File: config.mk
export PLATFORM = sky130hd
export DESIGN_NAME = positional_list_store
export DESIGN_NICKNAME = d
export VERILOG_FILES = /design/src/sv/plc_pkg.sv /design/src/sv/plc_cell.sv /design/src/sv/positional_list_store.sv
export SDC_FILE = /design/constraint.sdc
export NUM_CORES = 2
export LEC_CHECK = 0
export BUFFER_PORTS_ARGS = -buffer_cell sky130_fd_sc_hd__buf_2
export CAP_MARGIN = 20
export CORE_MARGIN = 2
export CORE_UTILIZATION = 30
export CTS_CLUSTER_DIAMETER = 150
export DETAILED_ROUTE_END_ITERATION = 10
export GPL_TIMING_DRIVEN = 0
export HOLD_SLACK_MARGIN = 0.08
export PLACE_DENSITY_LB_ADDON = 0.2
export SYNTH_ARGS = -nofsm -noshare
export SYNTH_HDL_FRONTEND = slang
export SYNTH_HIERARCHICAL = 1
export SYNTH_SLANG_ARGS = --single-unit
File: constraint.sdc
create_clock -name clk -period 22.2 [get_ports clk]
set_clock_uncertainty 0.1 [all_clocks]
set_input_delay 4.44 -clock clk [delete_from_list [all_inputs] [get_ports clk]]
set_output_delay 4.44 -clock clk [all_outputs]
set_load 0.02 [all_outputs]
File: src/sv/plc_pkg.sv
package plc_pkg;

  localparam int DATA_W = 32;
  localparam int POS_W  = 5;

  typedef enum logic [1:0] {
    OP_INSERT = 2'd0,
    OP_REMOVE = 2'd1,
    OP_READ   = 2'd2
  } opc_t;

  typedef enum logic [1:0] {
    ST_OK     = 2'd0,
    ST_BADPOS = 2'd1,
    ST_FULL   = 2'd2
  } status_t;

  typedef enum logic {
    S_IDLE = 1'b0,
    S_WALK = 1'b1
  } fsm_t;

  // request beat
  typedef struct packed {
    logic [1:0]              opcode;
    logic [POS_W-1:0]        position;
    logic signed [DATA_W-1:0] value;
  } req_t;

  // result beat
  typedef struct packed {
    logic signed [DATA_W-1:0] data_out;
    logic [POS_W-1:0]        count;
    logic                    is_empty;
    logic [1:0]              status;
  } rsp_t;

  // control broadcast to every cell
  typedef struct packed {
    logic                    ins;
    logic                    rem;
    logic                    snap;
    logic                    scan;
    logic signed [DATA_W-1:0] value;
  } cell_ctl_t;

endpackage

File: src/sv/plc_cell.sv
module plc_cell #(
  parameter int INDEX = 0,
  parameter int CW    = 5
) (
  input  logic                               clk,
  input  plc_pkg::cell_ctl_t                 ctl,
  input  logic [CW-1:0]                      pos,
  input  logic signed [plc_pkg::DATA_W-1:0]  left_entry,
  input  logic signed [plc_pkg::DATA_W-1:0]  right_entry,
  input  logic signed [plc_pkg::DATA_W-1:0]  right_snap,
  output logic signed [plc_pkg::DATA_W-1:0]  entry,
  output logic signed [plc_pkg::DATA_W-1:0]  snap
);
  import plc_pkg::*;

  localparam logic [CW-1:0] IDX = CW'(INDEX);

  // stored entry: at and above pos, shift up on insert and down on remove; hold otherwise
  always_ff @(posedge clk) begin
    if (ctl.ins) begin
      if (IDX > pos) begin
        entry <= left_entry;
      end else if (IDX == pos) begin
        entry <= ctl.value;
      end
    end else if (ctl.rem) begin
      if (IDX >= pos) begin
        entry <= right_entry;
      end
    end
  end

  // snapshot lane: loaded from the entry, then walked towards cell 0
  always_ff @(posedge clk) begin
    if (ctl.snap) begin
      snap <= entry;
    end else if (ctl.scan) begin
      snap <= right_snap;
    end
  end

endmodule

File: src/sv/positional_list_store.sv
// Channel   Ports              Beat type   Handshake
// request   start, busy, req   req_t       taken when start && !busy
// result    done, rsp          rsp_t       one-cycle strobe, always taken
//
// done is registered when the walk state reaches a zero count. Insert and
// rejected requests enter it with a zero count; remove and read load the position,
// and the entry walks one cell per cycle down the snapshot lane to cell 0.
// busy is high from the cycle after the request beat until done is shown.
// Reset clears the fill count; entries are not cleared and need no pass.
// The result side has no back-pressure.
module positional_list_store #(
  parameter int CAPACITY = 16
) (
  input  logic          clk,
  input  logic          rst,
  input  logic          start,
  output logic          busy,
  input  plc_pkg::req_t req,
  output logic          done,
  output plc_pkg::rsp_t rsp
);
  import plc_pkg::*;

  localparam int CW   = $clog2(CAPACITY + 1);
  localparam int CMPW = (CW > POS_W) ? CW : POS_W;

  fsm_t                    state, state_next;
  logic [CW-1:0]           fill, fill_next;
  logic [POS_W-1:0]        cnt;
  logic                    need_data, need_data_next;
  logic [POS_W-1:0]        res_count;
  logic                    res_empty;
  logic [1:0]              res_status;
  status_t                 status_c;
  logic                    accept;
  logic                    scan;
  logic [CMPW-1:0]         pos_x, fill_x, fill_nx;
  cell_ctl_t               ctl;
  logic signed [DATA_W-1:0] entry [CAPACITY];
  logic signed [DATA_W-1:0] snap  [CAPACITY];

  assign accept = start && !busy;
  assign pos_x  = CMPW'(req.position);
  assign fill_x = CMPW'(fill);

  // status and new fill for the request on the port
  always_comb begin
    status_c       = ST_BADPOS;
    fill_next      = fill;
    need_data_next = 1'b0;
    case (opc_t'(req.opcode))
      OP_INSERT: begin
        if (pos_x > fill_x) begin
          status_c = ST_BADPOS;
        end else if (fill_x == CMPW'(CAPACITY)) begin
          status_c = ST_FULL;
        end else begin
          status_c  = ST_OK;
          fill_next = fill + 1'b1;
        end
      end
      OP_REMOVE: begin
        if (pos_x < fill_x) begin
          status_c       = ST_OK;
          fill_next      = fill - 1'b1;
          need_data_next = 1'b1;
        end
      end
      OP_READ: begin
        if (pos_x < fill_x) begin
          status_c       = ST_OK;
          need_data_next = 1'b1;
        end
      end
      default: status_c = ST_BADPOS;
    endcase
  end

  assign fill_nx = CMPW'(fill_next);

  // next state
  always_comb begin
    state_next = state;
    case (state)
      S_IDLE: if (accept) state_next = S_WALK;
      S_WALK: if (cnt == '0) state_next = S_IDLE;
      default: state_next = S_IDLE;
    endcase
  end

  // outputs and cell control
  always_comb begin
    busy      = (state != S_IDLE);
    scan      = (state == S_WALK) && (cnt != '0);
    ctl.ins   = accept && (status_c == ST_OK) && (req.opcode == OP_INSERT);
    ctl.rem   = accept && (status_c == ST_OK) && (req.opcode == OP_REMOVE);
    ctl.snap  = accept;
    ctl.scan  = scan;
    ctl.value = req.value;
  end

  // control registers
  always_ff @(posedge clk) begin
    if (rst) begin
      state <= S_IDLE;
      fill  <= '0;
      done  <= 1'b0;
      cnt   <= '0;
    end else begin
      state <= state_next;
      done  <= (state == S_WALK) && (cnt == '0);
      if (accept) begin
        fill <= fill_next;
        cnt  <= need_data_next ? req.position : '0;
      end else if (scan) begin
        cnt <= cnt - 1'b1;
      end
    end
  end

  // result fields captured at the request beat
  always_ff @(posedge clk) begin
    if (accept) begin
      need_data  <= need_data_next;
      res_count  <= fill_nx[POS_W-1:0];
      res_empty  <= (fill_next == '0);
      res_status <= status_c;
    end
  end

  // result beat: data picked off cell 0 when the walk ends
  always_ff @(posedge clk) begin
    if ((state == S_WALK) && (cnt == '0)) begin
      rsp.data_out <= need_data ? snap[0] : '0;
      rsp.count    <= res_count;
      rsp.is_empty <= res_empty;
      rsp.status   <= res_status;
    end
  end

  // row of cells
  for (genvar i = 0; i < CAPACITY; i++) begin : g_cell
    logic signed [DATA_W-1:0] left_e, right_e, right_s;
    if (i == 0) begin : g_first
      assign left_e = req.value;
    end else begin : g_left
      assign left_e = entry[i-1];
    end
    if (i == CAPACITY - 1) begin : g_last
      assign right_e = '0;
      assign right_s = '0;
    end else begin : g_right
      assign right_e = entry[i+1];
      assign right_s = snap[i+1];
    end
    plc_cell #(
      .INDEX (i),
      .CW    (CMPW)
    ) u_cell (
      .clk         (clk),
      .ctl         (ctl),
      .pos         (pos_x),
      .left_entry  (left_e),
      .right_entry (right_e),
      .right_snap  (right_s),
      .entry       (entry[i]),
      .snap        (snap[i])
    );
  end

`ifndef SYNTHESIS
  // fill never runs past capacity
  a_fill_cap: assert property (@(posedge clk) disable iff (rst)
    fill_x <= CMPW'(CAPACITY))
    else $error("fill count above capacity");

  // a request beat makes the block busy on the next cycle
  a_busy_after: assert property (@(posedge clk) disable iff (rst)
    accept |=> busy)
    else $error("not busy after request beat");

  // done only ends a walk
  a_done_src: assert property (@(posedge clk) disable iff (rst)
    done |-> ($past(state) == S_WALK) && !busy)
    else $error("done without a finished walk");

  // fill moves by at most one per cycle
  a_fill_step: assert property (@(posedge clk) disable iff (rst)
    1'b1 |=> (fill == $past(fill)) || (fill == $past(fill) + 1'b1) ||
             (fill == $past(fill) - 1'b1))
    else $error("fill count jumped");
`endif

endmodule

Word-level counts from Yosys, hierarchy flattened. Cells that the tools add are included.

Word-level logic and storage cells: 292. Bits of input ports: 42. Register bits after elaboration: 1085. Output and inout bits: 42.

Bitwise operators: 1. Equality and inequality tests: 34. Multiplexer cells: 128. Reductions and logical operators: 48. Order comparisons: 34. $add $sub $neg: 3.

Operators with widths (count): two-way mux 32 bit (112); inequality test 3 x 1 -> 1 bit, second input constant (16); AND reduction 3 bit (16); equality test 4 x 5 -> 1 bit, first input constant (8); >= comparator 4 x 5 -> 1 bit, first input constant (8); > comparator 4 x 5 -> 1 bit, first input constant (8); nonzero test 2 bit (18); two-way mux 5 bit (6); equality test 3 x 5 -> 1 bit, first input constant (4); >= comparator 3 x 5 -> 1 bit, first input constant (4); > comparator 3 x 5 -> 1 bit, first input constant (4); zero test 5 bit (3); equality test 2 x 5 -> 1 bit, first input constant (2); >= comparator 1 x 5 -> 1 bit, first input constant (2); >= comparator 2 x 5 -> 1 bit, first input constant (2); > comparator 1 x 5 -> 1 bit, first input constant (2); > comparator 2 x 5 -> 1 bit, first input constant (2); case mux 5 bit (2 select lines) (1); subtractor 5 x 1 -> 5 bit, second input constant (2); logical AND 1 bit (6); adder 5 x 1 -> 5 bit, second input constant (1); equality test 1 x 5 -> 1 bit, first input constant (1); equality test 5 bit, second input constant (1); > comparator 5 bit (1); other kinds (12) (18).

Logic depth before layout (Yosys ltp).
Depth in word-level cells: 9. Depth in mapped cells: 13. Gate-level depth less buffers: 12.

Cells and area by module. The synthesis kept the hierarchy.

By module, submodules not included: plc_cell (g_cell[2].u_cell ...) (seq. area each 1921.8 um2, cells each 211, times used 2, area an instance 3014.1 um2); plc_cell (g_cell[4].u_cell) (seq. area each 1921.8 um2, cells each 257, times used 1, area an instance 3274.4 um2); plc_cell (g_cell[13].u_cell) (seq. area each 1921.8 um2, cells each 253, times used 1, area an instance 3234.4 um2); plc_cell (g_cell[8].u_cell) (seq. area each 1921.8 um2, cells each 253, times used 1, area an instance 3211.8 um2); plc_cell (g_cell[9].u_cell) (seq. area each 1921.8 um2, cells each 254, times used 1, area an instance 3201.8 um2); plc_cell (g_cell[1].u_cell) (seq. area each 1921.8 um2, cells each 253, times used 1, area an instance 3183.1 um2); plc_cell (g_cell[5].u_cell) (seq. area each 1921.8 um2, cells each 254, times used 1, area an instance 3094.2 um2); plc_cell (g_cell[11].u_cell) (seq. area each 1921.8 um2, cells each 254, times used 1, area an instance 3079.2 um2); plc_cell (g_cell[12].u_cell) (seq. area each 1921.8 um2, cells each 247, times used 1, area an instance 3050.4 um2); plc_cell (g_cell[14].u_cell) (seq. area each 1921.8 um2, cells each 246, times used 1, area an instance 3021.6 um2); plc_cell (g_cell[15].u_cell) (seq. area each 1921.8 um2, cells each 246, times used 1, area an instance 3000.4 um2); plc_cell (g_cell[7].u_cell) (seq. area each 1921.8 um2, cells each 246, times used 1, area an instance 2989.1 um2); plc_cell (g_cell[3].u_cell) (seq. area each 1921.8 um2, cells each 246, times used 1, area an instance 2987.9 um2); plc_cell (g_cell[10].u_cell) (seq. area each 1921.8 um2, cells each 182, times used 1, area an instance 2960.3 um2); +2 rows.

Worst setup path before layout. Ideal clock, no wire load.

Path type: input to register. From: input req[34] (netlist bit). To: register g_cell[4].u_cell/entry[0] (netlist bit) (enable). Path buffers: 2. Setup time: 513 ps. Data required time: 21587 ps. Arrival time: 11820 ps. Cell stages on the path: 12. Setup slack: 9768 ps. Path through: ha_1 > o211ai_2 > a21oi_2 > nor2_2 > nor2_1 > nor2_1 > inv_1 > nor4_1 > buf_2 > buf_2 > nor2_1 > nor4b_1.

RTL lines: start: declaration (RTL line positional_list_store.sv:18) `input plc_pkg::req_t req,`; end signal: assignment (RTL line plc_cell.sv:22) `entry <= left_entry;`; end signal: assignment (RTL line plc_cell.sv:24) `entry <= ctl.value;`; end signal: assignment (RTL line plc_cell.sv:28) `entry <= right_entry;`; end: declaration (RTL line plc_cell.sv:11) `output logic signed [plc_pkg::DATA_W-1:0] entry,`.

==> flow_summary.toml <==
[run_status]
status = "finished, final reports clean"

[setup_path]
slowest_stage = "buf_2"
cp-end-kind = "register"
worstSetupPathType = "in2reg"
arrival_ns = 9.43
required_ns = 22.41
critPathMostFrequentCell = "buf_4"
path_cells = "buf_2, inv_1, ha_1, and3_2, nand3_1, o21ai_4, nand2_1, nor2_1, nor4_2, buf_4, buf_6, buf_4, buf_4, buf_2, clkbuf_1, nor2_1, nor2_4"
max_stage_delay_ns = 0.81
cp-start-kind = "primary input"
crit_fanout = 32

[finish]
area_growth_pct = 15.2
drive_above_1_share = 0.245
finalInstanceArea_um2 = 59700
final_nets = 4339
final_core_utilization = 0.348
fin_cells = 6691
fillerInstances = 16900

[clock_network]
clock_latency_ns = 0.74
cts_root_buf = "clkbuf_16"
numCtsBuffers = 117
cts_hold_buf = 0
cts_max_level = 3
cts_buffer_depth = 3
clkSlewWorstSetupHoldPaths_ns = 0.06
postCtsSetupRepairBufs = 0
cts-resized-gates = 0
clkSinkCount = 1085
tritoncts = "yes"

[synthesis]
synthArstFlopShare = 0
synth.top_cell.area_share = 0.622
synth_top_area_cell = "edfxtp_1"
ys.flop_type = "edfxtp_1"
yosysSeqAreaShare = 0.626
synth_seq_cells = 1085
synth-edff-count = 1073
syn_area_um2 = 51800
ys_warn_count = 6
syn_area_per_cell_um2 = 13.0
synth_area_leaders = "edfxtp_1, mux2_2, a31oi_1"
synth_cells = 3982
synthDistinctLibCells = 91

[timing]
finalMaxSlewViolations = 0
finalSetupTns_ns = 0
min_period_ns = 9.22
slew-limit-headroom = 0.210
worst_pin_slew_ns = 1.18
clock.fmax_mhz = 109
timing.final.crit_share = 0.415
setup_violations = 0
finalHoldViolations = 0
rsz0062_at_grt = "no"

[routing]
route.detailed.drc = 0
vias = 31500
drt-total-wl_um = 135000
postRouteAntennaNets = 0
viasPerCell = 4.71
drt_iter0_drc = 2542
routedWlPerCell_um = 20.2
firstDrtPassIters = 6

[placed_design]
numPortBuffers = 83
hpwl_um = 105000
place_congestion = 0.818
placed_cells = 6475
placedInstanceArea_um2 = 56100

[floorplan]
core_area_um2 = 172000
die_w_um = 420
start_util = 0.302
rows = 152
die_height_um = 420
die-area_um2 = 176000
io_pins = 84

[power_and_ir_drop]
power_mw = 4.83
ir_drop_mv = 0.0619
p_per_area_nw_per_um2 = 80.9
p_leak_nw = 20.0

[grt]
grt_usage = 0.153
grt_busiest_layer = "met2"
grtUsageMet3 = 0.0213
grtUsageMet2 = 0.251
grt_pass1_wl_um = 206000
antenna_found_initial = 0
grt_max_degree = 44
grt_pass1_vias = 32900
grt-ovfl-total = 0
grt_use_met1 = 0.211

[min_path]
hp-class = "reg2reg"

[run]
maxCapViolCount = 0
worst paths after layout:
path | end | cells past startpoint | slack [ns] | startpoint
min reg2reg | rsp[1] | 0 | 0.32 | res_status[1]
max reg2reg | g_cell[11].u_cell/entry[9] | 17 | 17.09 | fill[2]
min | rsp[1] | 0 | 0.32 | res_status[1]
max | g_cell[11].u_cell/entry[9] | 17 | 12.98 | req[32]
Yosys cell counts (64+ instances only):
| library cell | count |
|---|---|
| a21oi_1 | 78 |
| mux2i_1 | 64 |
| o21ai_1 | 136 |
| nand3_1 | 71 |
| clkbuf_1 | 117 |
| buf_2 | 104 |
| edfxtp_1 | 1073 |
| nor2_1 | 448 |
| mux2_2 | 522 |
| nand2_1 | 359 |
| a31oi_1 | 355 |
| nand3b_1 | 96 |
metrics by stage:
step                      hold slack, ns  setup WS (ns)
final                              0.318          12.98
after floorplan                    0.300           9.77
after global routing               0.325          12.69
after detailed placement           0.305          12.18
after global placement             0.304           1.29
after CTS                          0.317          12.92
logic make-up (layout without fill, tap and decap cells):
logic type | Yosys count | after routing | synth area share
AO/OA/AOI/OAI | 776 | 776 | 0.0985
XOR/XNOR | 3 | 3 | 0.000507
adder cells (fa/ha/maj) | 13 | 13 | 0.00314
buffers and inverters | 361 | 696 | 0.0394
flip-flops | 1085 | 1085 | 0.626
multiplexers | 608 | 608 | 0.131
other | 1 | 65 | 0.0000724
AND/OR/NAND/NOR | 1135 | 1135 | 0.101
state kept, by name, indices dropped and copies added (netlist names):
register / count
busy: 1
cnt: 5
done: 1
fill: 5
g_cell.u_cell/entry: 512
g_cell.u_cell/snap: 512
need_data: 1
res_count: 5
res_empty: 1
res_status: 2
rsp: 40
final cells by class:
cell class	count	area [um^2]	area share
clock buffer	159	3150	0.0527
inverter	47	176	0.00295
clock inverter	56	485	0.00813
multi-input combinational	2599	17700	0.297
tap	2310	2890	0.0484
sequential	1085	32500	0.544
buffer	314	1870	0.0313
timing repair buffer	120	983	0.0165
antenna	1	2.50	0.0000419
report_power, final:
part	switching, mW	total (mW)	internal [mW]
Clock	0.817	1.87	1.05
Sequential	0.0454	2.48	2.44
Combinational	0.290	0.484	0.194
per-layer routing:
layer / routed length (um) / part of all wire
met1: 62200 / 0.46
met2: 63400 / 0.47
met3: 6730 / 0.050
met4: 2940 / 0.022
met5: 0 / 0
worst max-delay path: cells and delay by family:
kind,cells,cell delay [ns]
buffers and inverters,8,2.40
AO/OA/AOI/OAI,1,0.15
adder cells (fa/ha/maj),1,0.33
AND/OR/NAND/NOR,7,2.07
placed cells by master (no fill, tap or decap), drive strengths merged, types with 5 or more instances in the layout:
cell type / instances
a21oi: 81
or3b: 32
nand3: 71
inv: 51
bufinv: 5
o21ai: 201
and2b: 8
mux2: 544
o311ai: 32
nor3: 13
clkinv: 46
o221ai: 32
or2: 17
buf: 314
nor2b: 25
mux2i: 64
ha: 13
dfxtp: 12
and2: 34
a221o: 32
nand3b: 96
a31oi: 356
a21o: 5
clkbuf: 279
nand2: 366
nor4: 6
edfxtp: 1073
o21a: 6
conb: 64
nor2: 450
Note: power is estimated with default switching activity, not from simulation.
